$ cat config.mk
export PLATFORM = sky130hd
export DESIGN_NAME = sync_crc_frame_parser_top
export DESIGN_NICKNAME = d
export VERILOG_FILES = /design/src/scfp_pkg.sv /design/src/scfp_in_stage.sv /design/src/scfp_parser.sv /design/src/sync_crc_frame_parser_top.sv
export VERILOG_INCLUDE_DIRS = /design/src /design/src/src
export SDC_FILE = /design/constraint.sdc
export NUM_CORES = 1
export LEC_CHECK = 0
export CAP_MARGIN = 40
export CORE_ASPECT_RATIO = 0.7
export CORE_MARGIN = 2
export CORE_UTILIZATION = 55
export DETAILED_ROUTE_END_ITERATION = 7
export DONT_BUFFER_PORTS = 1
export PLACE_DENSITY_LB_ADDON = 0.1
export SYNTH_ARGS = -nofsm -noshare
export SYNTH_HDL_FRONTEND = slang
export SYNTH_HIERARCHICAL = 1
export SYNTH_SLANG_ARGS = --single-unit
$ cat constraint.sdc
create_clock -name aclk -period 8.6 [get_ports aclk]
set_input_delay 0.86 -clock aclk [delete_from_list [all_inputs] [get_ports aclk]]
set_output_delay 0.86 -clock aclk [all_outputs]
set_load 0.03 [all_outputs]
$ cat src/sync_crc_frame_parser_top_assert.svh
// Assertion macros used by the parser module
`ifndef SYNC_CRC_FRAME_PARSER_TOP_ASSERT_SVH
`define SYNC_CRC_FRAME_PARSER_TOP_ASSERT_SVH

// Same-cycle implication, checked out of reset
`define SCFP_ASSERT_IMP(lbl, clk, rst_n, ante, cons, msg) \
    lbl: assert property (@(posedge clk) disable iff (!(rst_n)) (ante) |-> (cons)) \
        else $error(msg);

// Next-cycle implication, checked out of reset
`define SCFP_ASSERT_NXT(lbl, clk, rst_n, ante, cons, msg) \
    lbl: assert property (@(posedge clk) disable iff (!(rst_n)) (ante) |=> (cons)) \
        else $error(msg);

`endif

$ cat src/scfp_pkg.sv
package scfp_pkg;

    // Sync pattern and CRC-16/CCITT-FALSE constants
    localparam logic [7:0]  SyncFirst  = 8'hA5;
    localparam logic [7:0]  SyncSecond = 8'h5A;
    localparam logic [15:0] CrcPoly    = 16'h1021;
    localparam logic [15:0] CrcInit    = 16'hFFFF;
    localparam logic [15:0] NoneValue  = 16'hFFFF;
    localparam logic [7:0]  BallBit    = 8'h01;
    localparam logic [7:0]  TargetBit  = 8'h10;
    localparam logic [7:0]  TypeReset  = 8'h02;

    // Byte offsets within a frame, counted from the first sync byte
    localparam logic [4:0] PosHunt  = 5'd0;
    localparam logic [4:0] PosSync1 = 5'd1;
    localparam logic [4:0] OffType  = 5'd2;
    localparam logic [4:0] OffFlags = 5'd3;
    localparam logic [4:0] OffId    = 5'd4;
    localparam logic [4:0] OffTs    = 5'd6;
    localparam logic [4:0] OffPos   = 5'd10;
    localparam logic [4:0] OffCx    = 5'd12;
    localparam logic [4:0] OffCy    = 5'd14;
    localparam logic [4:0] OffConf  = 5'd20;
    localparam logic [4:0] OffCand  = 5'd21;
    localparam logic [4:0] OffTpos  = 5'd22;
    localparam logic [4:0] OffCrc   = 5'd24;
    localparam logic [4:0] OffLast  = 5'd25;

    localparam int ResPad = 6;

    // Result word, last field in the lowest bits
    typedef struct packed {
        logic [31:0] rejected_total;
        logic [31:0] accepted_total;
        logic [1:0]  available_bits;
        logic [15:0] tgt_pos;
        logic [7:0]  cand_num;
        logic [7:0]  confidence;
        logic [15:0] ball_y;
        logic [15:0] ball_x;
        logic [15:0] position;
        logic [31:0] stamp_ms;
        logic [15:0] frm_num;
        logic [7:0]  flags;
    } result_t;

endpackage

$ cat src/scfp_in_stage.sv
module scfp_in_stage (
    input  logic       aclk,
    input  logic       aresetn,
    input  logic       s_valid,
    output logic       s_ready,
    input  logic [7:0] s_byte,
    output logic       out_valid,
    input  logic       out_ready,
    output logic [7:0] out_byte
);

    logic       valid_reg;
    logic [7:0] byte_reg;

    // Stage takes a new word whenever it is empty or draining this cycle
    assign s_ready   = !valid_reg || out_ready;
    assign out_valid = valid_reg;
    assign out_byte  = byte_reg;

    always_ff @(posedge aclk) begin
        if (!aresetn) begin
            valid_reg <= 1'b0;
        end else if (s_ready) begin
            valid_reg <= s_valid;
        end
    end

    // Payload, no reset
    always_ff @(posedge aclk) begin
        if (s_ready && s_valid) begin
            byte_reg <= s_byte;
        end
    end

endmodule

$ cat src/scfp_parser.sv
`include "sync_crc_frame_parser_top_assert.svh"

module scfp_parser (
    input  logic              aclk,
    input  logic              aresetn,
    input  logic              in_valid,
    output logic              in_ready,
    input  logic [7:0]        in_byte,
    input  logic              cfg_wr_en,
    input  logic [7:0]        cfg_wr_data,
    output logic              res_valid,
    input  logic              res_ready,
    output scfp_pkg::result_t res_data
);

    // Byte-wide CRC-16 update, MSB first
    function automatic logic [15:0] crc_feed(input logic [15:0] crc, input logic [7:0] b);
        logic [15:0] c;
        c = crc ^ {b, 8'h00};
        for (int k = 0; k < 8; k++) begin
            c = c[15] ? ({c[14:0], 1'b0} ^ scfp_pkg::CrcPoly) : {c[14:0], 1'b0};
        end
        return c;
    endfunction

    logic [4:0]  pos_reg, pos_next;
    logic [15:0] crc_reg, crc_next;
    logic [31:0] acc_reg, acc_next;
    logic [31:0] rej_reg, rej_next;
    logic [7:0]  exp_type_reg;
    logic        res_valid_reg;
    scfp_pkg::result_t res_reg, res_next;

    // Captured frame bytes
    logic [7:0]  type_reg, flags_reg, conf_reg, cand_reg, crc_lo_reg;
    logic [15:0] id_reg, bpos_reg, cx_reg, cy_reg, tpos_reg;
    logic [31:0] ts_reg;

    logic fire;
    logic frame_end;
    logic frame_ok;
    logic res_load;

    // Result register frees up when empty or being taken
    assign in_ready  = !res_valid_reg || res_ready;
    assign fire      = in_valid && in_ready;
    assign frame_end = fire && (pos_reg == scfp_pkg::OffLast);
    assign frame_ok  = ({in_byte, crc_lo_reg} == crc_reg) && (type_reg == exp_type_reg);
    assign res_load  = frame_end && frame_ok;

    assign res_valid = res_valid_reg;
    assign res_data  = res_reg;

    // Sync hunt, position and running CRC
    always_comb begin
        pos_next = pos_reg;
        crc_next = crc_reg;
        if (fire) begin
            priority if (pos_reg == scfp_pkg::PosHunt) begin
                if (in_byte == scfp_pkg::SyncFirst) pos_next = scfp_pkg::PosSync1;
            end else if (pos_reg == scfp_pkg::PosSync1) begin
                if (in_byte == scfp_pkg::SyncSecond) begin
                    pos_next = scfp_pkg::OffType;
                    crc_next = scfp_pkg::CrcInit;
                end else if (in_byte != scfp_pkg::SyncFirst) begin
                    pos_next = scfp_pkg::PosHunt;
                end
            end else if (pos_reg >= scfp_pkg::OffLast) begin
                pos_next = scfp_pkg::PosHunt;
            end else begin
                pos_next = pos_reg + 5'd1;
                if (pos_reg < scfp_pkg::OffCrc) crc_next = crc_feed(crc_reg, in_byte);
            end
        end
    end

    // Counters bump on the last byte of each frame
    always_comb begin
        acc_next = acc_reg;
        rej_next = rej_reg;
        if (frame_end) begin
            if (frame_ok) acc_next = acc_reg + 32'd1;
            else          rej_next = rej_reg + 32'd1;
        end
    end

    // Unpack fields for the result word
    always_comb begin
        res_next.flags           = flags_reg;
        res_next.frm_num         = id_reg;
        res_next.stamp_ms        = ts_reg;
        res_next.position        = bpos_reg;
        res_next.ball_x          = cx_reg;
        res_next.ball_y          = cy_reg;
        res_next.confidence      = conf_reg;
        res_next.cand_num        = cand_reg;
        res_next.tgt_pos         = tpos_reg;
        res_next.available_bits  = {
            ((flags_reg & scfp_pkg::TargetBit) != 8'h00) && (tpos_reg != scfp_pkg::NoneValue),
            ((flags_reg & scfp_pkg::BallBit) != 8'h00) && (bpos_reg != scfp_pkg::NoneValue)};
        res_next.accepted_total  = acc_next;
        res_next.rejected_total  = rej_next;
    end

    // Control state
    always_ff @(posedge aclk) begin
        if (!aresetn) begin
            pos_reg       <= scfp_pkg::PosHunt;
            crc_reg       <= scfp_pkg::CrcInit;
            acc_reg       <= 32'd0;
            rej_reg       <= 32'd0;
            exp_type_reg  <= scfp_pkg::TypeReset;
            res_valid_reg <= 1'b0;
        end else begin
            pos_reg <= pos_next;
            crc_reg <= crc_next;
            acc_reg <= acc_next;
            rej_reg <= rej_next;
            if (cfg_wr_en) exp_type_reg <= cfg_wr_data;
            if (in_ready) res_valid_reg <= res_load;
        end
    end

    // Result payload
    always_ff @(posedge aclk) begin
        if (res_load) res_reg <= res_next;
    end

    // Frame byte capture by position; positions 0, 1 and unreported bytes fall through
    always_ff @(posedge aclk) begin
        if (fire) begin
            unique case (pos_reg)
                scfp_pkg::OffType:         type_reg        <= in_byte;
                scfp_pkg::OffFlags:        flags_reg       <= in_byte;
                scfp_pkg::OffId:           id_reg[7:0]     <= in_byte;
                scfp_pkg::OffId + 5'd1:    id_reg[15:8]    <= in_byte;
                scfp_pkg::OffTs:           ts_reg[7:0]     <= in_byte;
                scfp_pkg::OffTs + 5'd1:    ts_reg[15:8]    <= in_byte;
                scfp_pkg::OffTs + 5'd2:    ts_reg[23:16]   <= in_byte;
                scfp_pkg::OffTs + 5'd3:    ts_reg[31:24]   <= in_byte;
                scfp_pkg::OffPos:          bpos_reg[7:0]   <= in_byte;
                scfp_pkg::OffPos + 5'd1:   bpos_reg[15:8]  <= in_byte;
                scfp_pkg::OffCx:           cx_reg[7:0]     <= in_byte;
                scfp_pkg::OffCx + 5'd1:    cx_reg[15:8]    <= in_byte;
                scfp_pkg::OffCy:           cy_reg[7:0]     <= in_byte;
                scfp_pkg::OffCy + 5'd1:    cy_reg[15:8]    <= in_byte;
                scfp_pkg::OffConf:         conf_reg        <= in_byte;
                scfp_pkg::OffCand:         cand_reg        <= in_byte;
                scfp_pkg::OffTpos:         tpos_reg[7:0]   <= in_byte;
                scfp_pkg::OffTpos + 5'd1:  tpos_reg[15:8]  <= in_byte;
                scfp_pkg::OffCrc:          crc_lo_reg      <= in_byte;
                default: ;
            endcase
        end
    end

    // Last frame byte always returns the parser to hunting
    `SCFP_ASSERT_NXT(a_end_hunts, aclk, aresetn, frame_end,
        pos_reg == scfp_pkg::PosHunt, "frame end did not return to hunt")
    // A good frame always presents a result next cycle
    `SCFP_ASSERT_NXT(a_ok_result, aclk, aresetn, res_load,
        res_valid_reg && (res_reg.accepted_total == acc_reg), "accepted frame gave no result")
    // Accepted count moves only with a result load
    `SCFP_ASSERT_IMP(a_acc_src, aclk, aresetn, $past(aresetn) && (acc_reg != $past(acc_reg)),
        $past(res_load), "accepted count moved without a result")
    // Rejected count moves only on a failed frame end
    `SCFP_ASSERT_IMP(a_rej_src, aclk, aresetn, $past(aresetn) && (rej_reg != $past(rej_reg)),
        $past(frame_end) && !$past(res_load), "rejected count moved without a rejected frame")

endmodule

$ cat src/sync_crc_frame_parser_top.sv
// Path: the final CRC byte lands in the input register and then reaches the parser, which
// loads the result register; the result word is then shown on m_tvalid.
// Throughput: one byte per cycle; the input register and the result register each advance
// whenever the stage behind them is empty or being drained.
// Reset (aresetn low, synchronous): parser hunts for sync, CRC is FFFF, both counts are zero,
// expected type is 2, no word held in either stage.
module sync_crc_frame_parser_top (
    input  logic         aclk,
    input  logic         aresetn,
    input  logic         cfg_wr_en,
    input  logic [7:0]   cfg_wr_data,   // expected_type
    input  logic         s_tvalid,
    output logic         s_tready,
    input  logic [7:0]   s_tdata,       // rx_byte
    output logic         m_tvalid,
    input  logic         m_tready,
    // flags, frm_num, stamp_ms, position, ball_x, ball_y, confidence,
    // cand_num, tgt_pos, available_bits, accepted_total,
    // rejected_total, zero pad
    output logic [207:0] m_tdata
);

    logic              st_valid;
    logic              st_ready;
    logic [7:0]        st_byte;
    scfp_pkg::result_t res;

    // Input register
    scfp_in_stage u_in_stage (
        .aclk      (aclk),
        .aresetn   (aresetn),
        .s_valid   (s_tvalid),
        .s_ready   (s_tready),
        .s_byte    (s_tdata),
        .out_valid (st_valid),
        .out_ready (st_ready),
        .out_byte  (st_byte)
    );

    // Frame parser with result register
    scfp_parser u_parser (
        .aclk        (aclk),
        .aresetn     (aresetn),
        .in_valid    (st_valid),
        .in_ready    (st_ready),
        .in_byte     (st_byte),
        .cfg_wr_en   (cfg_wr_en),
        .cfg_wr_data (cfg_wr_data),
        .res_valid   (m_tvalid),
        .res_ready   (m_tready),
        .res_data    (res)
    );

    assign m_tdata = {{scfp_pkg::ResPad{1'b0}}, res};

endmodule
-- Word level (Yosys, flattened, before mapping)
Index checks and enable logic that the tools add are counted.
Widths: inputs -> output; s select.
- flip-flop bits (word level): 457
- latch bits: 0
- memory bits (writable): 0
- ROM bits: 0
- input bits: 21
- logic and storage cells: 142
- memories kept: 0
- add/sub/neg operators: 3
- multiply operators: 0
- div/mod/pow operators: 0
- magnitude comparators: 2
- eq/ne operators: 32
- shifts and indexed selects: 0
- muxes and demuxes: 22
- bitwise gates (word level): 10
- reduce and logical (&&, ||, !) cells: 34
- operator list (kind ; number):
    $mux 32 ; 4
    $mux 13 ; 8
    $add 32x1->32 const B ; 2
    $mux 16 ; 4
    $eq 5x4->1 const B ; 8
    $reduce_and 2->1 ; 19
    $ne 16x16->1 const B ; 2
    $eq 5x5->1 const B ; 6
    $mux 5 ; 6
    $not 3->3 ; 8
    $eq 5x3->1 const B ; 4
    $eq 16x16->1 ; 1
    $xor 16x16->16 ; 1
    $eq 5x2->1 const B ; 2
    $eq 8x7->1 const B ; 1
    $eq 8x8->1 ; 1
    $eq 8x8->1 const B ; 1
    $ne 8x8->1 const B ; 1
    $logic_and 1x1->1 ; 7
    $add 5x1->5 const B ; 1
    $eq 5x1->1 const B ; 1
    $ge 5x5->1 const B ; 1
    $logic_not 5->1 ; 1
    $lt 5x5->1 const B ; 1
    other kinds (9) ; 12

-- Logic depth before layout (Yosys ltp)
- depth in word-level cells: 20
- gate-level depth with buffers: 9
- mapped depth without buffers: 8

-- Modules after synthesis
Netlist, hierarchy kept.
- modules (own cells, without submodules) (module ; times used ; cells each ; area each (um^2) ; sequential area each (um^2)):
    scfp_parser ; 1 ; 996 ; 16069.2 ; 12512.0
    scfp_in_stage ; 1 ; 13 ; 297.8 ; 260.2
    sync_crc_frame_parser_top ; 1 ; 7 ; 48.8 ; 0.0

-- Least setup slack after synthesis
OpenSTA, ideal clock, no wires.
- kind: reg-to-reg
- start: register u_in_stage.byte_reg[6], in the netlist u_in_stage/out_byte[6]
- end: register u_parser.acc_reg[1]
- library setup time: 59 ps
- arrival time: 6939 ps
- path slack: 1601 ps
- cell stages (with the launch flop): 10
- buffers on the path: 1
- clock period less this slack: 6999 ps
- cell sequence: edfxtp_1 -> xor2_1 -> or4_4 -> or4_1 -> buf_2 -> nor2_1 -> nand2_1 -> inv_1 -> mux2_2 -> and2_1
- cells in the longest elaborated chain, start to end: 4
- ends and longest elaborated chain (element ; RTL line ; RTL):
    start: declaration ; scfp_in_stage.sv:13 ; logic [7:0] byte_reg;
    start signal: assignment ; scfp_in_stage.sv:31 ; byte_reg <= s_byte;
    $eq 16x16->1 ; scfp_parser.sv:48 ; assign frame_ok = ({in_byte, crc_lo_reg} == crc_reg) && (type_reg == exp_type_reg);
    $logic_and 1x1->1 ; scfp_parser.sv:48 ;
    $mux 32 ; scfp_parser.sv:82 ; if (frame_ok) acc_next = acc_reg + 32'd1;
    $mux 32 ; scfp_parser.sv:81 ; if (frame_end) begin
    named net u_parser.acc_next[1] ; scfp_parser.sv:28 ; logic [31:0] acc_reg, acc_next;
    end signal: assignment ; scfp_parser.sv:117 ; acc_reg <= acc_next;
    end: declaration ; scfp_parser.sv:28 ;
The timed path passes the listed nets, and every way through them passes these cells.
A chain may end at the register's enable or synchronous reset.

-- Worst setup path after layout
- start: register u_in_stage.byte_reg[4], in the netlist u_in_stage/out_byte[4]
- end: register u_parser.res_reg, in the netlist u_parser/res_data[67] (enable)
- cells in the longest elaborated chain, start to end: 3
- ends and longest elaborated chain (element ; RTL line ; RTL):
    $eq 16x16->1 ; scfp_parser.sv:48 ;
    $logic_and 1x1->1 ; scfp_parser.sv:48 ;
    $logic_and 1x1->1 ; scfp_parser.sv:49 ; assign res_load = frame_end && frame_ok;
    named net u_parser.res_load ; scfp_parser.sv:42 ; logic res_load;
    end signal: assignment ; scfp_parser.sv:126 ; if (res_load) res_reg <= res_next;
    end: declaration ; scfp_parser.sv:32 ; scfp_pkg::result_t res_reg, res_next;
The timed path passes the listed nets, and every way through them passes these cells.

==> impl_metrics.yaml <==
worst_setup_path:
  critPathCaptureType: "flop"
  crit_type: "flop to flop"
  crit_end: "u_parser/res_data[67]$_DFFE_PP_"
  path_max_fanout: 118
  worstPathArrival_ns: 4.72
  worstReg2RegStart: "u_in_stage/out_byte[4]$_DFFE_PP_"
  reg2reg_slack_ns: 4.09
  worst_r2r_endpoint: "u_parser/res_data[67]$_DFFE_PP_"
  setup.worst_path.start: "u_in_stage/out_byte[4]$_DFFE_PP_"
  start_kind: "flop"
  reg2reg_depth: 9
  worstPathRequired_ns: 8.81
grt:
  gr-total-overflow: 0
  grt_first_pass_wirelength_mm: 49.5
  grt_max_degree: 119
  track_usage: 0.213
  grt_pass1_vias: 7841
  antenna_found_initial: 2
route:
  wl_per_cell_um: 22.8
  num_vias: 8216
  final_antenna_net_count: 0
  via_per_inst: 5.66
  drt_pre_antenna_iters: 5
  drc_errors: 0
  drt_wl_total_mm: 33.1
  initialDrtViolationCount: 806
logic_synthesis:
  syn-cell-area_mm2: 0.0164
  synth_top_flop_cell: "edfxtp_1"
  synth_top_area_cell: "edfxtp_1"
  synth-edff-count: 362
  synth_compound_area_frac: 0.0255
  yosysUniqueCellTypes: 48
  synth_top_area_frac: 0.662
  muxShareOfSynthArea: 0.0197
  yosys_warnings: 6
  synth_async_sr_flop_share: 0
  yosysSeqAreaShare: 0.778
  synthXorXnorAreaFrac: 0.0544
  synthTopCellsByArea: "edfxtp_1 66%, dfxtp_1 12%, xnor2_1 3.4%, xor2_1 2.1%, and2_1 2.0%"
  avgSynthCellArea_um2: 16.2
  synthTopCellsByCount: "362 x edfxtp_1, 95 x dfxtp_1, 63 x xnor2_1, 57 x nand2_1, 52 x and2_1"
  synth_seq_cells: 457
  synthSimpleGateAreaFrac: 0.104
  synth_fa_ha_area_frac: 0.00534
  synth.most_common_cell: "edfxtp_1"
  synth_top_family_by_area: "simple AND/OR/NAND/NOR gates"
  syn_inst: 1016
pwr:
  max-vdd-ir-drop_v: 0.000179
  leakagePower_nw: 6.07
  cellPowerDensity_mw_per_mm2: 233
  power_mw: 4.25
timing:
  setup_viol_count_final: 0
  hold_violations: 0
  min_period_over_period: 0.525
  finalClockSkew_ns: 0.0176
  finalMaxSlewViolations: 0
  rsz0062_at_grt: "no"
  finalSetupTns_ns: 0
  max_freq_mhz: 222
  tightest_slew_ns: 0.937
  period_needed_ns: 4.51
  fin_ws_ns: 4.09
  relSlewSlack: 0.370
clock_tree:
  cts_resized: 0
  path_clk_slew_ns: 0.07
  numClockSinks: 457
  htreeDepth: 2
  clockBufferDepth: 3
  postCtsSetupBuffers: 0
  clock_latency_ns: 0.54
  clockRootBuffer: "clkbuf_16"
  cts_tree: "yes"
  hold_buffers: 0
  cts_buffers: 42
floorplan:
  row_count: 52
  die_area_mm2: 0.0313
  io-pin-count: 231
  die_x_um: 210
  start_util: 0.563
  dieHeight_um: 149
  core_mm2: 0.0291
placement:
  placed_cells: 1378
  place_ws_ns: 4.04
  gp_congestion: 0.831
  io_buffers: 0
  dp_hpwl_mm: 21.0
cells_and_area:
  drive_above_1_share: 0.0820
  final_cells: 1452
  largest_register_ffs: 202
  syn2layout_area_growth_pct: 11.1
  fillCellCount: 2146
  utilization: 0.626
  fin_nets: 1072
status:
  run_status: "finished clean"
worst_hold_path:
  hp-class: "input port to flop"
job:
  drv_cap: 0
how the worst min path moves through the flow:
stage	from	slack, ns	end	depth (start not counted)
global route	aresetn	0.38	u_parser/crc_reg[1]$_SDFFE_PN1P_	1
finish	aresetn	0.41	u_parser/crc_reg[1]$_SDFFE_PN1P_	1
CTS	aresetn	0.37	u_parser/crc_reg[1]$_SDFFE_PN1P_	1
global placement	u_parser/cx_reg[4]$_DFFE_PP_	0.40	u_parser/res_data[76]$_DFFE_PP_	0
floorplan	u_parser/cy_reg[12]$_DFFE_PP_	0.40	u_parser/res_data[100]$_DFFE_PP_	0
detailed placement	u_parser/id_reg[13]$_DFFE_PP_	0.40	u_parser/res_data[21]$_DFFE_PP_	0
layout make-up:
type	count	area [um^2]	area share
timing repair buffer	17	155	0.00850
sequential	457	12800	0.700
inverter	10	45.0	0.00247
clock buffer	51	1120	0.0612
antenna	1	2.50	0.000137
tap	378	473	0.0259
clock inverter	22	209	0.0115
multi-input combinational	516	3470	0.190
per-layer routing:
layer | share of wire | GRT usage | up-vias | wire [um]
li1 | - | - | 3809 | -
met1 | 0.49 | 0.336 | 4077 | 16100
met2 | 0.42 | 0.290 | 287 | 13900
met3 | 0.078 | 0.0593 | 41 | 2580
met4 | 0.015 | 0.0546 | 2 | 498
met5 | 0.00039 | 0 | - | 13
power breakdown:
group	leakage, nW	total, mW	switching, mW	internal (mW)
clock	0.648	1.80	0.763	1.04
combinational	1.53	0.0607	0.0428	0.0180
sequential	3.89	2.39	0.0105	2.38
cells in the final DEF (no fill, tap or decap), types with 9 or more instances in the layout:
cell	count
buf_4	15
and2_1	52
nand3_1	30
o211ai_1	9
mux2i_1	29
nand2_1	57
and3_1	26
clkbuf_16	43
a21oi_1	10
nor3_1	17
xor2_1	39
clkinv_1	9
nor2_1	36
edfxtp_1	362
nand4_1	32
dfxtp_1	95
o21ai_0	19
xnor2_1	63
nand2b_1	23
inv_1	9
cells by family after synthesis:
logic type / after synthesis
flip-flops: 457
AO/OA/AOI/OAI: 62
XOR/XNOR: 102
AND/OR/NAND/NOR: 307
adder cells (fa/ha/maj): 7
multiplexers: 32
buffers and inverters: 48
other: 1
metrics by stage:
| step | area, um^2 | hold slack (ns) |
|---|---|---|
| final | 18200 | 0.412 |
| after global routing | 18200 | 0.384 |
| after CTS | 18200 | 0.373 |
| after detailed placement | 16900 | 0.405 |
| after global placement | 16800 | 0.401 |
| after floorplan | 16400 | 0.400 |
worst max-delay path: stages, from the launching register on:
cell and delay [ns]:
edfxtp_1 0.75, xnor2_1 0.53, nand4b_1 0.24, or4_1 0.53
buf_4 0.24, nor2_1 0.17, nand2_1 0.19, inv_8 0.66
buf_4 0.45, buf_16 0.31
No activity file was read; power rests on OpenSTA's default activity.
